`config.mk`:
```
export PLATFORM = sky130hd
export DESIGN_NAME = datetime_carry_normalizer_unit
export DESIGN_NICKNAME = d
export VERILOG_FILES = /design/src/hw/rtl/dtcn_pkg.sv /design/src/hw/rtl/dtcn_day_carry.sv /design/src/hw/rtl/datetime_carry_normalizer_unit.sv
export SDC_FILE = /design/constraint.sdc
export NUM_CORES = 1
export LEC_CHECK = 0
export ABC_AREA = 1
export BUFFER_PORTS_ARGS = -buffer_cell sky130_fd_sc_hd__buf_2
export CAP_MARGIN = 30
export CORE_ASPECT_RATIO = 1.25
export CORE_MARGIN = 5
export CORE_UTILIZATION = 42
export DETAILED_ROUTE_END_ITERATION = 8
export SETUP_SLACK_MARGIN = 0.2
export SLEW_MARGIN = 20
export SYNTH_ARGS = -nofsm -noshare
export SYNTH_HDL_FRONTEND = slang
export SYNTH_SLANG_ARGS = --single-unit
```
`constraint.sdc`:
```
create_clock -name clk -period 9.7 [get_ports clk]
set_clock_uncertainty 0.1 [all_clocks]
set_input_delay 2.425 -clock clk [delete_from_list [all_inputs] [get_ports clk]]
set_output_delay 2.425 -clock clk [all_outputs]
set_load 0.01 [all_outputs]
```
`src/hw/rtl/dtcn_pkg.sv`:
```
`default_nettype none

package dtcn_pkg;

  localparam logic [5:0] MONTHS_PER_YEAR = 6'd12;
  localparam logic [5:0] SEC_PER_MIN     = 6'd60;
  localparam logic [5:0] MIN_PER_HOUR    = 6'd60;
  localparam logic [5:0] HOURS_PER_DAY   = 6'd24;
  localparam logic [3:0] MONTH_JAN       = 4'd1;
  localparam logic [3:0] MONTH_FEB       = 4'd2;
  localparam logic [3:0] MONTH_DEC       = 4'd12;

  // floor(y / 100) = (y * CENT_RECIP) >> CENT_SHIFT, exact for y below 2^15
  localparam logic [12:0] CENT_RECIP = 13'd5243;
  localparam int          CENT_SHIFT = 19;
  localparam logic [6:0]  CENTURY    = 7'd100;

  // leap flags for the carried year and for the year after it
  typedef struct packed {
    logic cur;
    logic nxt;
  } dtcn_leap_t;

  function automatic logic [4:0] dtcn_days_in(input logic [3:0] m, input logic leap);
    logic [4:0] n;
    case (m)
      4'd2:    n = leap ? 5'd29 : 5'd28;
      4'd4:    n = 5'd30;
      4'd6:    n = 5'd30;
      4'd9:    n = 5'd30;
      4'd11:   n = 5'd30;
      default: n = 5'd31;
    endcase
    return n;
  endfunction

endpackage

`default_nettype wire

```
`src/hw/rtl/dtcn_day_carry.sv`:
```
`default_nettype none

module dtcn_day_carry
  import dtcn_pkg::*;
(
  input  wire logic [14:0] year,
  input  wire logic [3:0]  month,
  input  wire logic [6:0]  day,
  input  wire dtcn_leap_t  leap,
  output logic      [13:0] norm_year,
  output logic      [3:0]  norm_month,
  output logic      [4:0]  norm_day
);

  // at most 73 days against months of 28 or more: three month steps suffice
  always_comb begin
    logic [6:0] d;
    logic [3:0] m;
    logic       wrapped;
    logic [4:0] lim;
    d       = day;
    m       = month;
    wrapped = 1'b0;
    for (int i = 0; i < 3; i++) begin
      lim = dtcn_days_in(m, wrapped ? leap.nxt : leap.cur);
      if (d > {2'b00, lim}) begin
        d = d - {2'b00, lim};
        if (m == MONTH_DEC) begin
          m       = MONTH_JAN;
          wrapped = 1'b1;
        end else begin
          m = m + 4'd1;
        end
      end
    end
    norm_year  = 14'(year + {14'd0, wrapped});
    norm_month = m;
    norm_day   = d[4:0];
  end

endmodule

`default_nettype wire

```
`src/hw/rtl/datetime_carry_normalizer_unit.sv`:
```
`default_nettype none

// Gregorian date and time normaliser.
// s_* channel: one raw timestamp per transaction, s_tdata packed from bit 0:
//   raw_year[13:0], raw_month[5:0], raw_day[5:0], raw_hour, raw_minute, raw_second.
// m_* channel: one normalised timestamp per input transaction, m_tdata from bit 0:
//   norm_year[13:0], norm_month[3:0], norm_day[4:0], norm_hour[4:0],
//   norm_minute[5:0], norm_second[5:0].
// Four register stages: month carry and seconds; minutes and the century
// multiplies for the leap test; hours and leap flags; the day-into-month
// carry feeding the output register. While the receiver does not stall
// the output, one transaction is taken every cycle.
// The stages move together on one enable; when the receiver holds m_tready
// low with a result waiting, the whole pipe freezes and s_tready drops, so
// nothing is lost or repeated. Results leave in input order.
// A synchronous rst clears all valid bits; the pipe is empty afterwards.
module datetime_carry_normalizer_unit
  import dtcn_pkg::*;
(
  input  wire logic        clk,
  input  wire logic        rst,
  input  wire logic        s_tvalid,
  output logic             s_tready,
  // raw_year[13:0], raw_month[19:14], raw_day[25:20], raw_hour[33:26],
  // raw_minute[41:34], raw_second[49:42], zero fill [55:50]
  input  wire logic [55:0] s_tdata,
  output logic             m_tvalid,
  input  wire logic        m_tready,
  // norm_year[13:0], norm_month[17:14], norm_day[22:18], norm_hour[27:23],
  // norm_minute[33:28], norm_second[39:34]
  output logic      [39:0] m_tdata
);

  // quotient by a small constant through independent threshold compares
  function automatic logic [3:0] div_small(input logic [8:0] v, input logic [5:0] d);
    logic [3:0] q;
    q = 4'd0;
    for (int k = 1; k <= 10; k++) begin
      if ({1'b0, v} >= 10'(k) * {4'd0, d}) q = q + 4'd1;
    end
    return q;
  endfunction

  function automatic logic [8:0] rem_small(input logic [8:0] v, input logic [3:0] q,
                                           input logic [5:0] d);
    logic [8:0] p;
    p = {5'd0, q} * {3'd0, d};
    return v - p;
  endfunction

  logic adv;

  // stage 1
  logic        v1;
  logic [14:0] y1;
  logic [3:0]  mon1;
  logic [5:0]  day1;
  logic [7:0]  hr1;
  logic [8:0]  mn1;
  logic [5:0]  sc1;

  // stage 2
  logic        v2;
  logic [14:0] y2;
  logic [8:0]  cq2_cur;
  logic [8:0]  cq2_nxt;
  logic [3:0]  mon2;
  logic [5:0]  day2;
  logic [8:0]  hr2;
  logic [5:0]  mn2;
  logic [5:0]  sc2;

  // stage 3
  logic        v3;
  logic [14:0] y3;
  dtcn_leap_t  leap3;
  logic [3:0]  mon3;
  logic [6:0]  day3;
  logic [4:0]  hr3;
  logic [5:0]  mn3;
  logic [5:0]  sc3;

  // output stage
  logic        v4;
  logic [13:0] year4;
  logic [3:0]  mon4;
  logic [4:0]  day4;
  logic [4:0]  hr4;
  logic [5:0]  mn4;
  logic [5:0]  sc4;

  assign adv      = !v4 || m_tready;
  assign s_tready = adv;

  // stage 1 logic
  logic [13:0] in_year;
  logic [5:0]  in_month, in_day;
  logic [7:0]  in_hour, in_minute, in_second;
  logic [5:0]  mon_c, day_c, mon_r;
  logic [2:0]  yadd;
  logic [3:0]  sc_q;
  logic [8:0]  sc_r;

  assign in_year   = s_tdata[13:0];
  assign in_month  = s_tdata[19:14];
  assign in_day    = s_tdata[25:20];
  assign in_hour   = s_tdata[33:26];
  assign in_minute = s_tdata[41:34];
  assign in_second = s_tdata[49:42];

  always_comb begin
    mon_c = (in_month == 6'd0) ? 6'd1 : in_month;
    day_c = (in_day == 6'd0) ? 6'd1 : in_day;
    yadd  = 3'd0;
    for (int k = 1; k <= 5; k++) begin
      if ({2'b00, mon_c} > 8'(k) * {2'b00, MONTHS_PER_YEAR}) yadd = yadd + 3'd1;
    end
    mon_r = mon_c - 6'({3'd0, yadd} * MONTHS_PER_YEAR);
    sc_q  = div_small({1'b0, in_second}, SEC_PER_MIN);
    sc_r  = rem_small({1'b0, in_second}, sc_q, SEC_PER_MIN);
  end

  // stage 2 logic
  logic [3:0]  mn_q;
  logic [8:0]  mn_r;
  logic [14:0] y1p;
  logic [27:0] prod_cur, prod_nxt;

  always_comb begin
    mn_q     = div_small(mn1, MIN_PER_HOUR);
    mn_r     = rem_small(mn1, mn_q, MIN_PER_HOUR);
    y1p      = y1 + 15'd1;
    prod_cur = {13'd0, y1} * {15'd0, CENT_RECIP};
    prod_nxt = {13'd0, y1p} * {15'd0, CENT_RECIP};
  end

  // stage 3 logic
  logic [3:0]  hr_q;
  logic [8:0]  hr_r;
  logic [14:0] y2p;
  logic [14:0] crem_cur, crem_nxt;
  dtcn_leap_t  leap_c;

  always_comb begin
    hr_q     = div_small(hr2, HOURS_PER_DAY);
    hr_r     = rem_small(hr2, hr_q, HOURS_PER_DAY);
    y2p      = y2 + 15'd1;
    crem_cur = y2 - 15'({7'd0, cq2_cur} * {9'd0, CENTURY});
    crem_nxt = y2p - 15'({7'd0, cq2_nxt} * {9'd0, CENTURY});
    // divisible by 4, and not a century unless the century count is a multiple of 4
    leap_c.cur = (y2[1:0] == 2'b00) && ((crem_cur != 15'd0) || (cq2_cur[1:0] == 2'b00));
    leap_c.nxt = (y2p[1:0] == 2'b00) && ((crem_nxt != 15'd0) || (cq2_nxt[1:0] == 2'b00));
  end

  // stage 4 logic
  logic [13:0] dc_year;
  logic [3:0]  dc_month;
  logic [4:0]  dc_day;

  dtcn_day_carry u_day_carry (
    .year       (y3),
    .month      (mon3),
    .day        (day3),
    .leap       (leap3),
    .norm_year  (dc_year),
    .norm_month (dc_month),
    .norm_day   (dc_day)
  );

  always_ff @(posedge clk) begin
    if (rst) begin
      v1 <= 1'b0;
      v2 <= 1'b0;
      v3 <= 1'b0;
      v4 <= 1'b0;
    end else if (adv) begin
      v1 <= s_tvalid;
      v2 <= v1;
      v3 <= v2;
      v4 <= v3;
    end
  end

  always_ff @(posedge clk) begin
    if (adv) begin
      y1      <= {1'b0, in_year} + {12'd0, yadd};
      mon1    <= mon_r[3:0];
      day1    <= day_c;
      hr1     <= in_hour;
      mn1     <= {1'b0, in_minute} + {5'd0, sc_q};
      sc1     <= sc_r[5:0];

      y2      <= y1;
      cq2_cur <= prod_cur[CENT_SHIFT +: 9];
      cq2_nxt <= prod_nxt[CENT_SHIFT +: 9];
      mon2    <= mon1;
      day2    <= day1;
      hr2     <= {1'b0, hr1} + {5'd0, mn_q};
      mn2     <= mn_r[5:0];
      sc2     <= sc1;

      y3      <= y2;
      leap3   <= leap_c;
      mon3    <= mon2;
      day3    <= {1'b0, day2} + {3'd0, hr_q};
      hr3     <= hr_r[4:0];
      mn3     <= mn2;
      sc3     <= sc2;

      year4   <= dc_year;
      mon4    <= dc_month;
      day4    <= dc_day;
      hr4     <= hr3;
      mn4     <= mn3;
      sc4     <= sc3;
    end
  end

  assign m_tvalid = v4;
  assign m_tdata  = {sc4, mn4, hr4, day4, mon4, year4};

endmodule

`default_nettype wire

```
Word-level counts from Yosys, hierarchy flattened
Cells that the tools add are included.
{ "op_classes": {"add_sub_neg": 46, "mul": 8, "n_lt_le_gt_ge": 34, "n_eq_ne": 18, "mux": 55, "n_reduce_logical": 17} }
{ "op_table": {"columns": ["op", "count"], "rows": [
  ["4-bit two-way mux", 29],
  ["4-bit by 1-bit adder with 4-bit output, second input constant", 26],
  ["9-bit by 8-bit >= comparator with 1-bit output, second input constant", 7],
  ["15-bit by 13-bit multiplier with 28-bit output, second input constant", 2],
  ["4-bit == test, second input constant", 9],
  ["9-bit by 7-bit >= comparator with 1-bit output, second input constant", 4],
  ["9-bit >= comparator, second input constant", 4],
  ["15-bit by 1-bit adder with 15-bit output, second input constant", 2],
  ["5-bit one-hot mux with 2 select lines", 3],
  ["15-bit nonzero test", 2],
  ["15-bit subtractor", 2],
  ["9-bit by 5-bit multiplier with 13-bit output, second input constant", 2],
  ["4-bit by 3-bit == test with 1-bit output, second input constant", 6],
  ["7-bit by 5-bit > comparator with 1-bit output", 3],
  ["8-bit by 10-bit >= comparator with 1-bit output, second input constant", 2],
  ["9-bit by 10-bit >= comparator with 1-bit output, second input constant", 2],
  ["8-bit by 4-bit adder with 9-bit output", 2],
  ["9-bit by 6-bit >= comparator with 1-bit output, second input constant", 2],
  ["6-bit > comparator, second input constant", 3],
  ["8-bit >= comparator, second input constant", 2],
  ["14-bit by 3-bit adder with 15-bit output", 1],
  ["1-bit two-way mux", 15],
  ["14-bit by 1-bit adder with 14-bit output", 1],
  ["7-bit two-way mux", 2],
  ["24 further kinds", 45]
]} }
{ "totals": {"ff_bits": 200, "inputBits": 60, "out_inout_bits": 42, "word_cells": 210} }

Logic depth before layout (Yosys ltp)
Gate-level depths: netlist of the first run.
{ "depth": {"ltp_word": 22, "depth_mapped": 51, "mapped_depth_nobuf": 49} }

Modules after synthesis
A second synthesis of the first run with hierarchy kept.
{ "unflattened": {"cells_unflattened": 2324, "hier_area_um2": 21484.4} }
{ "modules_own_cells": {"columns": ["module", "instances", "cells_each", "area_each_um2", "seq_area_each_um2"], "rows": [
  ["datetime_carry_normalizer_unit", 1, 2020, 19720.2, 5995.8],
  ["dtcn_day_carry", 1, 304, 1764.2, 0.0]
]} }

Worst setup path before layout of the first run
OpenSTA, ideal clock, no wires.
{ "synth_path": {"path_kind": "in2out", "startpoint": "input m_tready", "endpoint": "output s_tready", "t_arrival_ns": 6.393, "required_ns": 7.175, "slack_ns": 0.782, "path_stages": 2, "n_path_buf": 0, "path_cell_list": "nor2_1 > inv_1"} }
{ "synth_between": {"elab_chain_cells": 1} }
{ "synth_lines": {"columns": ["item", "line_no", "text"], "rows": [
  ["start, declared", "datetime_carry_normalizer_unit.sv:28", "input wire logic m_tready,"],
  ["1-bit logical OR", "datetime_carry_normalizer_unit.sv:92", "assign adv = !v4 || m_tready;"],
  ["end, declared", "datetime_carry_normalizer_unit.sv:23", "output logic s_tready,"]
]} }
No other way between the ends.

Worst setup path after layout of the first run
{ "layout_path": {"startpoint": "register hr2[5]", "endpoint": "register day3[5], data pin"} }
{ "layout_between": {"elab_chain_cells": 21, "elab_cells_between_ends": 30, "cone_classes": "add/sub (10); order compare (10); mux (10)"} }
{ "layout_lines": {"columns": ["item", "line_no", "text"], "rows": [
  ["start, declared", "datetime_carry_normalizer_unit.sv:69", "logic [8:0] hr2;"],
  ["start signal, assigned", "datetime_carry_normalizer_unit.sv:198", "hr2 <= {1'b0, hr1} + {5'd0, mn_q};"],
  ["9-bit by 5-bit >= comparator with 1-bit output", "datetime_carry_normalizer_unit.sv:39", "if ({1'b0, v} >= 10'(k) * {4'd0, d}) q = q + 4'd1;"],
  ["1-bit two-way mux", "datetime_carry_normalizer_unit.sv:39", null],
  ["4-bit by 1-bit adder with 4-bit output", "datetime_carry_normalizer_unit.sv:39", null],
  ["4-bit two-way mux", "datetime_carry_normalizer_unit.sv:39", null],
  ["4-bit by 1-bit adder with 4-bit output", "datetime_carry_normalizer_unit.sv:39", null],
  ["4-bit two-way mux", "datetime_carry_normalizer_unit.sv:39", null],
  ["4-bit by 1-bit adder with 4-bit output", "datetime_carry_normalizer_unit.sv:39", null],
  ["4-bit two-way mux", "datetime_carry_normalizer_unit.sv:39", null],
  ["[... 5 more ...]", null, null],
  ["4-bit two-way mux", "datetime_carry_normalizer_unit.sv:39", null],
  ["4-bit by 1-bit adder with 4-bit output", "datetime_carry_normalizer_unit.sv:39", null],
  ["4-bit two-way mux", "datetime_carry_normalizer_unit.sv:39", null],
  ["4-bit by 1-bit adder with 4-bit output", "datetime_carry_normalizer_unit.sv:39", null],
  ["4-bit two-way mux", "datetime_carry_normalizer_unit.sv:39", null],
  ["4-bit by 1-bit adder with 4-bit output", "datetime_carry_normalizer_unit.sv:39", null],
  ["4-bit two-way mux *", "datetime_carry_normalizer_unit.sv:39", null],
  ["6-bit by 4-bit adder with 7-bit output *", "datetime_carry_normalizer_unit.sv:205", "day3 <= {1'b0, day2} + {3'd0, hr_q};"],
  ["end signal, assigned", "datetime_carry_normalizer_unit.sv:205", null],
  ["end, declared", "datetime_carry_normalizer_unit.sv:78", "logic [6:0] day3;"]
]} }
Mark *: on every way between the ends. The rest lies on a longest branch, timed or not.
A chain may end at the register's enable or synchronous reset.

==> impl_metrics.json, run 1 <==
{
  "startpoint_type": "flop",
  "setup_viol": 0,
  "crit_family": "adder cells",
  "crit_required_ps": 9820,
  "drv_cap": 0,
  "hold_viol_final": 0,
  "layout_worst_path_cycle_share_pct": 73.4,
  "maxSlewViolCount": 0,
  "fin_nets": 2932,
  "wl_per_cell_um": 13.6,
  "dr.pass1.iters": 5,
  "rsz0062_at_grt": "false",
  "max_stage_delay_ps": 450,
  "top_layer_used": "met4",
  "max_freq_ghz": 0.141,
  "path_clk_slew_ps": 90,
  "synth-seq-cells": 200,
  "nFillCells": 4631,
  "cts_tree": "yes",
  "crit_top_cell": "nand2_1",
  "met1_length_um": 17400,
  "die_h_um": 259,
  "grt_max_degree": 58,
  "synthArstFlopShare_pct": 0,
  "holdBufCountCts": 0,
  "ys_warn_count": 0,
  "crit_type": "reg -> reg",
  "worst-path-buf-inv": 9,
  "initial_core_util_pct": 42.4,
  "ios": 102,
  "synth_enable_flop_cells": 196,
  "ys_dominant_reg_cell": "edfxtp_1",
  "area_delta_synth_final_pct": 9.05,
  "grt.total_usage_pct": 15.6,
  "place_area_sq_um": 22200,
  "row_count": 91,
  "io_buffers": 95,
  "synth_cells": 2249,
  "finalCriticalPeriod_ps": 7120,
  "cts.sinks": 200,
  "synth_fp_nets": 2824,
  "synth_area_leader_cell": "edfxtp_1",
  "drc": 0,
  "grt_pass1_vias": 15100,
  "hold_path_startpoint": "mn3[1]$_DFFE_PP_",
  "holdWs_ps": 311,
  "slew-limit-headroom_pct": 41.6,
  "status": "finished clean",
  "syn_area_sq_um": 20900,
  "finalSetupTns_ps": 0,
  "fp.dieArea_sq_um": 54300,
  "cts_buffers": 17,
  "route.vias.total": 14700,
  "drive_gt1_share_pct": 7.22,
  "wl_met3_um": 1060,
  "worstReg2RegStart": "hr2[5]$_DFFE_PP_",
  "synth_top_area_share_pct": 28.2,
  "place.gp.congestion": 0.846,
  "final_area_sq_um": 22800,
  "post_cts_buffers": 0,
  "endpoint_kind": "flop",
  "antenna_found_initial": 5,
  "cts_resized": 0,
  "clock_latency_ps": 480,
  "final_util_pct": 46.2,
  "synthTopCellsByArea": "edfxtp_1 (28%), ha_1 (22%), fa_1 (15%)",
  "ys_types": 48,
  "tightest_slew_ps": 873,
  "dp_hpwl_um": 34900,
  "yosysMostFrequentCell": "inv_1",
  "crit_fanout": 6,
  "cp_slowest_cell": "edfxtp_1",
  "hp-class": "reg -> reg",
  "htree_levels": 4,
  "syn_avg_cell_area_sq_um": 9.29,
  "cts_buffer_depth": 2,
  "antenna_left": 0,
  "wirelength_um": 41100,
  "yosysSeqAreaShare_pct": 28.6,
  "synthTopCellsByCount": "inv_1 (504), ha_1 (361), nand2_1 (347)",
  "drt_iter0_drc": 601,
  "critPathArrivalTime_ps": 7240,
  "overflow": 0,
  "die_w_um": 209,
  "grt_pass1_wl_um": 69900,
  "root_buffer": "clkbuf_16",
  "cp-startpoint": "hr2[5]$_DFFE_PP_",
  "met2_wirelength_um": 21600,
  "vias_per_cell": 4.85,
  "core-area_sq_um": 49300
}
[final timing paths]
check	to	slack [ps]	depth (start not counted)
worst max-delay path	day3[5]$_DFFE_PP_	2580	41
worst min-delay path	mn4[1]$_DFFE_PP_	310	0
worst max register to register	day3[5]$_DFFE_PP_	2580	41
worst min register to register	mn4[1]$_DFFE_PP_	310	0
[through the flow]
step | setup WS (ps) | instances
floorplan | 782 | 2249
global placement | 2770 | 2989
detailed placement | 2610 | 2989
CTS | 2580 | 3021
global route | 1640 | 3026
finish | 2580 | 3026
[registers in the layout (all words and copies together) (netlist names), 9 cells and up]
| register | cells |
|---|---|
| y2 | 15 |
| y1 | 15 |
| cq2_nxt | 9 |
| mn1 | 9 |
| y3 | 14 |
| cq2_cur | 9 |
| year4 | 14 |
| hr2 | 9 |
[per-layer routing]
| layer | up-vias | GRT usage [%] |
|---|---|---|
| li1 | 7517 | - |
| met1 | 6919 | 18.4 |
| met2 | 182 | 29.1 |
| met3 | 54 | 2.15 |
| met4 | 0 | 5.44 |
| met5 | - | 0 |
[cell families (layout without fill, tap and decap cells)]
logic type	Yosys count	count (layout)	share of synthesized area (%)
buffers and inverters	515	636	9.35
AOI/OAI and AO/OA	217	217	5.97
xor gates and xnor gates	139	139	5.83
and+or+nand+nor	661	661	13.8
muxes	1	1	0.0539
DFF	200	200	28.6
other	1	6	0.0180
adders and majority gates	515	515	36.4
[cell usage in the layout, fill, tap and decap left out, drive strengths merged, types with 4 or more instances in the layout]
master,instances
edfxtp,196
nor2,108
a21oi,81
ha,361
a21o,7
o31ai,4
o21a,4
a31oi,13
buf,98
o21ai,75
clkbuf,17
inv,512
or2,19
nand4,29
nor3b,4
fa,154
clkinv,8
nand2,354
o21bai,14
and2,5
dfxtp,4
nand3,109
a211oi,5
nor3,17
diode,5
xnor2,38
nand3b,9
xor2,101
[cell type report]
cell class                 instances  area (sq um)  share of cell area [%]
multi-input combinational       1534         13000                    56.9
sequential                       200          5970                    26.2
inverter                         506          1910                    8.37
tap                              651           815                    3.58
timing repair buffer              98           498                    2.19
clock buffer                      17           425                    1.87
clock inverter                    15           184                   0.808
antenna                            5          12.5                  0.0549
Power of run 1 is left out: the tool's default activity adds up to more than one toggle a clock period on the data nets, which glitch-free logic cannot reach.
==> inputs of run 2 (changes only) <==
--- a/config.mk
+++ b/config.mk
@@ -5,7 +5,7 @@
 export SDC_FILE = /design/constraint.sdc
 export NUM_CORES = 1
 export LEC_CHECK = 0
-export ABC_AREA = 1
+export ABC_AREA = 0
 export BUFFER_PORTS_ARGS = -buffer_cell sky130_fd_sc_hd__buf_2
 export CAP_MARGIN = 30
 export CORE_ASPECT_RATIO = 1.25
==> constraint.sdc (replaced) <==
create_clock -name clk -period 6.7 [get_ports clk]
set_clock_uncertainty 0.1 [all_clocks]
set_input_delay 1.675 -clock clk [delete_from_list [all_inputs] [get_ports clk]]
set_output_delay 1.675 -clock clk [all_outputs]
set_load 0.01 [all_outputs]
==> impl_metrics.json, run 2 <==
{
  "drive_gt1_share_pct": 17.7,
  "critPathArrivalTime_ps": 6740,
  "max_stage_delay_ps": 450,
  "crit_fanout": 5,
  "worstReg2RegStart": "mon3[1]$_DFFE_PP_",
  "antenna_found_initial": 0,
  "dr.pass1.iters": 5,
  "overflow": 0,
  "syn_area_sq_um": 20200,
  "setup_viol": 0,
  "cp_slowest_cell": "edfxtp_1",
  "die_h_um": 255,
  "final_cell_mix": "ha_1 (340), inv_1 (339), edfxtp_1 (196)",
  "crit_required_ps": 6820,
  "synthTopCellsByArea": "edfxtp_1 (29%), ha_1 (22%), fa_1 (15%)",
  "fin_nets": 2657,
  "synth_fp_nets": 2440,
  "cts.sinks": 200,
  "status": "finished clean",
  "drt_iter0_drc": 464,
  "tightest_slew_ps": 783,
  "cts_buffers": 17,
  "htree_levels": 4,
  "io_buffers": 95,
  "ios": 102,
  "synthArstFlopShare_pct": 0,
  "route.vias.total": 13700,
  "root_buffer": "clkbuf_16",
  "crit_type": "reg -> reg",
  "synth_area_leader_cell": "edfxtp_1",
  "ys_types": 86,
  "finalSetupTns_ps": 0,
  "grt_pass1_vias": 14300,
  "ys_warn_count": 0,
  "ys_dominant_reg_cell": "edfxtp_1",
  "synth_cells": 1865,
  "use_met2_pct": 30.7,
  "place.gp.congestion": 0.845,
  "dp_hpwl_um": 34200,
  "core-area_sq_um": 47300,
  "synthTopCellsByCount": "ha_1 (361), inv_1 (347), edfxtp_1 (196)",
  "yosysSeqAreaShare_pct": 29.6,
  "syn_avg_cell_area_sq_um": 10.8,
  "holdBufCountCts": 0,
  "clock_latency_ps": 460,
  "yosysMostFrequentCell": "ha_1",
  "final_area_sq_um": 23500,
  "met3_usage_pct": 1.66,
  "grt.total_usage_pct": 16.2,
  "worst-path-buf-inv": 5,
  "reg.largest.list": "y1: 15 flops, y2: 15 flops",
  "cts_buffer_depth": 2,
  "vias_per_cell": 5.00,
  "place_area_sq_um": 22100,
  "drv_cap": 0,
  "endpoint_kind": "flop",
  "finalCriticalPeriod_ps": 6620,
  "drc": 0,
  "n_antenna_cell": 0,
  "hp-class": "reg -> reg",
  "wirelength_um": 41200,
  "antenna_left": 0,
  "hold_path_startpoint": "mon1[3]$_DFFE_PP_",
  "final_common_cell": "ha_1",
  "area_delta_synth_final_pct": 16.7,
  "grt_pass1_wl_um": 68600,
  "grtUsageMet1_pct": 18.7,
  "hold_viol_final": 0,
  "rsz0062_at_grt": "true",
  "max_freq_ghz": 0.151,
  "synth-seq-cells": 200,
  "layout_worst_path_cycle_share_pct": 98.8,
  "die_w_um": 206,
  "wl_per_cell_um": 15.1,
  "slew-limit-headroom_pct": 47.2,
  "initial_core_util_pct": 42.6,
  "synth_top_area_share_pct": 29.2,
  "path_clk_slew_ps": 80,
  "grt-busiest-layer": "met2",
  "grt_max_degree": 80,
  "row_count": 89,
  "fp.dieArea_sq_um": 52500,
  "r2r_setup_slack_ps": 80,
  "cts_tree": "yes",
  "maxSlewViolCount": 0,
  "crit_family": "compound AO/OA/AOI/OAI gates",
  "cp-startpoint": "mon3[1]$_DFFE_PP_",
  "startpoint_type": "flop",
  "synth_enable_flop_cells": 196
}
-- run 2: layout make-up --
class | instances | area [sq um]
fillers | 4245 | 23800
multi-input cells | 1297 | 13400
flip-flops and latches | 200 | 5970
repair buffers | 219 | 1430
inverters | 347 | 1300
well taps | 637 | 797
clock buffers | 17 | 425
clock inverters | 15 | 195
-- run 2: what timing repair did --
| action | CTS | global route |
|---|---|---|
| endpoints found under the setup margin | 17 | 33 |
| setup buffers | 23 | 26 |
| pin swaps | 16 | 37 |
| gates cloned | 0 | 0 |
| resized for setup | 35 | 43 |
-- run 2: metrics by stage --
step | hold WS [ps] | util, % | worst slack (ps) | cells
after floorplan | 300 | - | 44.8 | 1865
after global placement | 300 | 46.7 | 92.6 | 2650
after detailed placement | 305 | 46.7 | -80.3 | 2650
after CTS | 316 | 48.8 | 45.5 | 2705
after global routing | 323 | 49.7 | -300 | 2732
final | 316 | 49.7 | 81.6 | 2732
-- run 2: routing by layer --
layer | routed length [um] | share of wire (%)
met5 | 0 | 0
met4 | 1310 | 3.2
met3 | 928 | 2.3
met2 | 22300 | 54
met1 | 16600 | 40
-- run 2: path summary, 6_finish.rpt --
path,endpoint,depth (start not counted)
min,mon2[3]$_DFFE_PP_,0
max reg2reg,year4[13]$_DFFE_PP_,35
min reg2reg,mon2[3]$_DFFE_PP_,0
max,year4[13]$_DFFE_PP_,35
-- run 2: cell families (layout without fill, tap and decap cells) --
group,Yosys count,count (layout),synth area share (%)
AND/OR/NAND/NOR,331,331,8.17
XOR/XNOR,168,168,7.48
AO/OA/AOI/OAI,254,254,8.64
buffers and inverters,368,598,6.95
adder cells (fa/ha/maj),515,515,37.7
multiplexers,28,28,1.45
other,1,1,0.0186
flip-flops,200,200,29.6
Power of run 2 is left out for the same reason.
==> inputs of run 3 (changes only) <==
--- a/config.mk
+++ b/config.mk
@@ -16,4 +16,5 @@
 export SLEW_MARGIN = 20
 export SYNTH_ARGS = -nofsm -noshare
 export SYNTH_HDL_FRONTEND = slang
+export SYNTH_HIERARCHICAL = 1
 export SYNTH_SLANG_ARGS = --single-unit
==> impl_metrics.json, run 3 <==
{
  "status": "finished clean",
  "core-area_sq_um": 48400,
  "ys_warn_count": 6,
  "synth_fp_nets": 2481,
  "grtUsageMet1_pct": 17.6,
  "row_count": 90,
  "grt_pass1_vias": 14600,
  "initial_core_util_pct": 42.6,
  "crit_family": "compound AO/OA/AOI/OAI gates",
  "n_antenna_cell": 0,
  "nFillCells": 4366,
  "antenna_left": 0,
  "vias_per_cell": 5.01,
  "clock_latency_ps": 460,
  "place.gp.congestion": 0.851,
  "io_buffers": 95,
  "worst-path-buf-inv": 5,
  "drt_iter0_drc": 454,
  "finalSetupTns_ps": 0,
  "tightest_slew_ps": 926,
  "worstReg2RegStart": "mon3[0]$_DFFE_PP_",
  "hold_path_startpoint": "hr2[2]$_DFFE_PP_",
  "crit_required_ps": 6820,
  "reg.largest.list": "y1: 15 flops, y2: 15 flops",
  "grt_max_degree": 72,
  "rsz0062_at_grt": "true",
  "fp.dieArea_sq_um": 53700,
  "antenna_found_initial": 0,
  "holdBufCountCts": 0,
  "crit_fanout": 5,
  "drc": 0,
  "final_common_cell": "inv_1",
  "max_stage_delay_ps": 450,
  "dr.pass1.iters": 5,
  "cp_slowest_cell": "edfxtp_1",
  "maxSlewViolCount": 0,
  "endpoint_kind": "flop",
  "finalCriticalPeriod_ps": 6530,
  "cts_buffer_depth": 2,
  "grt-busiest-layer": "met2",
  "final_util_pct": 49.5,
  "ios": 102,
  "layout_worst_path_cycle_share_pct": 97.5,
  "grt_pass1_wl_um": 68500,
  "cts_tree": "yes",
  "hold_viol_final": 0,
  "hp-class": "reg -> reg",
  "setup_viol": 0,
  "area_delta_synth_final_pct": 16.3,
  "die_w_um": 208,
  "syn_avg_cell_area_sq_um": 10.8,
  "layoutNonFillerInstCount": 2778,
  "crit_top_cell": "ha_4",
  "max_freq_ghz": 0.153,
  "drv_cap": 0,
  "grt.total_usage_pct": 15.4,
  "path_clk_slew_ps": 80,
  "cts_buffers": 17,
  "wl_per_cell_um": 14.7,
  "slew-limit-headroom_pct": 38.3,
  "syn_area_sq_um": 20600,
  "crit_type": "reg -> reg",
  "cp-startpoint": "mon3[0]$_DFFE_PP_",
  "htree_levels": 4,
  "cts.sinks": 200,
  "use_met2_pct": 29.5,
  "root_buffer": "clkbuf_16",
  "startpoint_type": "flop",
  "met3_usage_pct": 2.48,
  "synth_cells": 1904,
  "overflow": 0,
  "critPathArrivalTime_ps": 6650,
  "wirelength_um": 40800,
  "final_cell_mix": "inv_1 (352), ha_1 (333), edfxtp_1 (196)",
  "drive_gt1_share_pct": 19.7,
  "route.vias.total": 13900,
  "holdWs_ps": 320,
  "fin_nets": 2698,
  "die_h_um": 258,
  "place_inst": 2693,
  "dp_hpwl_um": 33200
}
run 3: changes by cell type in the layout (fill, tap and decap cells not counted), sizes merged, moves of 6 or more:
cell	change
o21bai	-6
nand3	+9
nand2	-8
and3	+8
xor2	-7
o21ai	+19
inv	+14
mux2	-6
run 3: per-layer routing:
metal | share of wire (%) | wire length (um)
met5 | 0 | 0
met4 | 2.3 | 948
met3 | 2.7 | 1110
met1 | 41 | 16700
met2 | 54 | 22100
run 3: through the flow:
stage / instance area [sq um] / setup slack [ps]
2_1_floorplan: 20800 / 214
3_3_place_gp: 22400 / -65.7
3_5_place_dp: 22400 / -137
4_1_cts: 23400 / 154
5_1_grt: 24000 / -68.5
6_report: 24000 / 169
run 3: worst reg2reg max path: cells and delay by family, from the launching register on:
| family | cells | cell delay, ps |
|---|---|---|
| buffers and inverters | 5 | 510 |
| AOI/OAI and AO/OA | 8 | 2070 |
| DFF | 1 | 450 |
| adders and majority gates | 6 | 1220 |
| muxes | 1 | 260 |
| xor gates and xnor gates | 1 | 140 |
| and+or+nand+nor | 11 | 1510 |
run 3: layout make-up:
cell class | count | area [sq um] | area share, %
multi-input combinational | 1318 | 13800 | 57.6
sequential | 200 | 5970 | 24.9
timing repair buffer | 221 | 1440 | 6.01
inverter | 363 | 1370 | 5.69
tap | 644 | 806 | 3.36
clock buffer | 18 | 439 | 1.83
clock inverter | 14 | 156 | 0.652
run 3: timing repair:
action                                  CTS  global route
pin swaps                                29            57
buffers inserted                         29            24
endpoints found under the setup margin   21            30
resized for setup                        43            66
hold endpoints to repair                  0             0
run 3: final timing paths:
check | cells after the start | slack, ps | end
max | 32 | 170 | year4[11]$_DFFE_PP_
min | 0 | 320 | hr3[2]$_DFFE_PP_
max reg2reg | 32 | 170 | year4[11]$_DFFE_PP_
min reg2reg | 0 | 320 | hr3[2]$_DFFE_PP_
Power of run 3 is left out for the same reason.
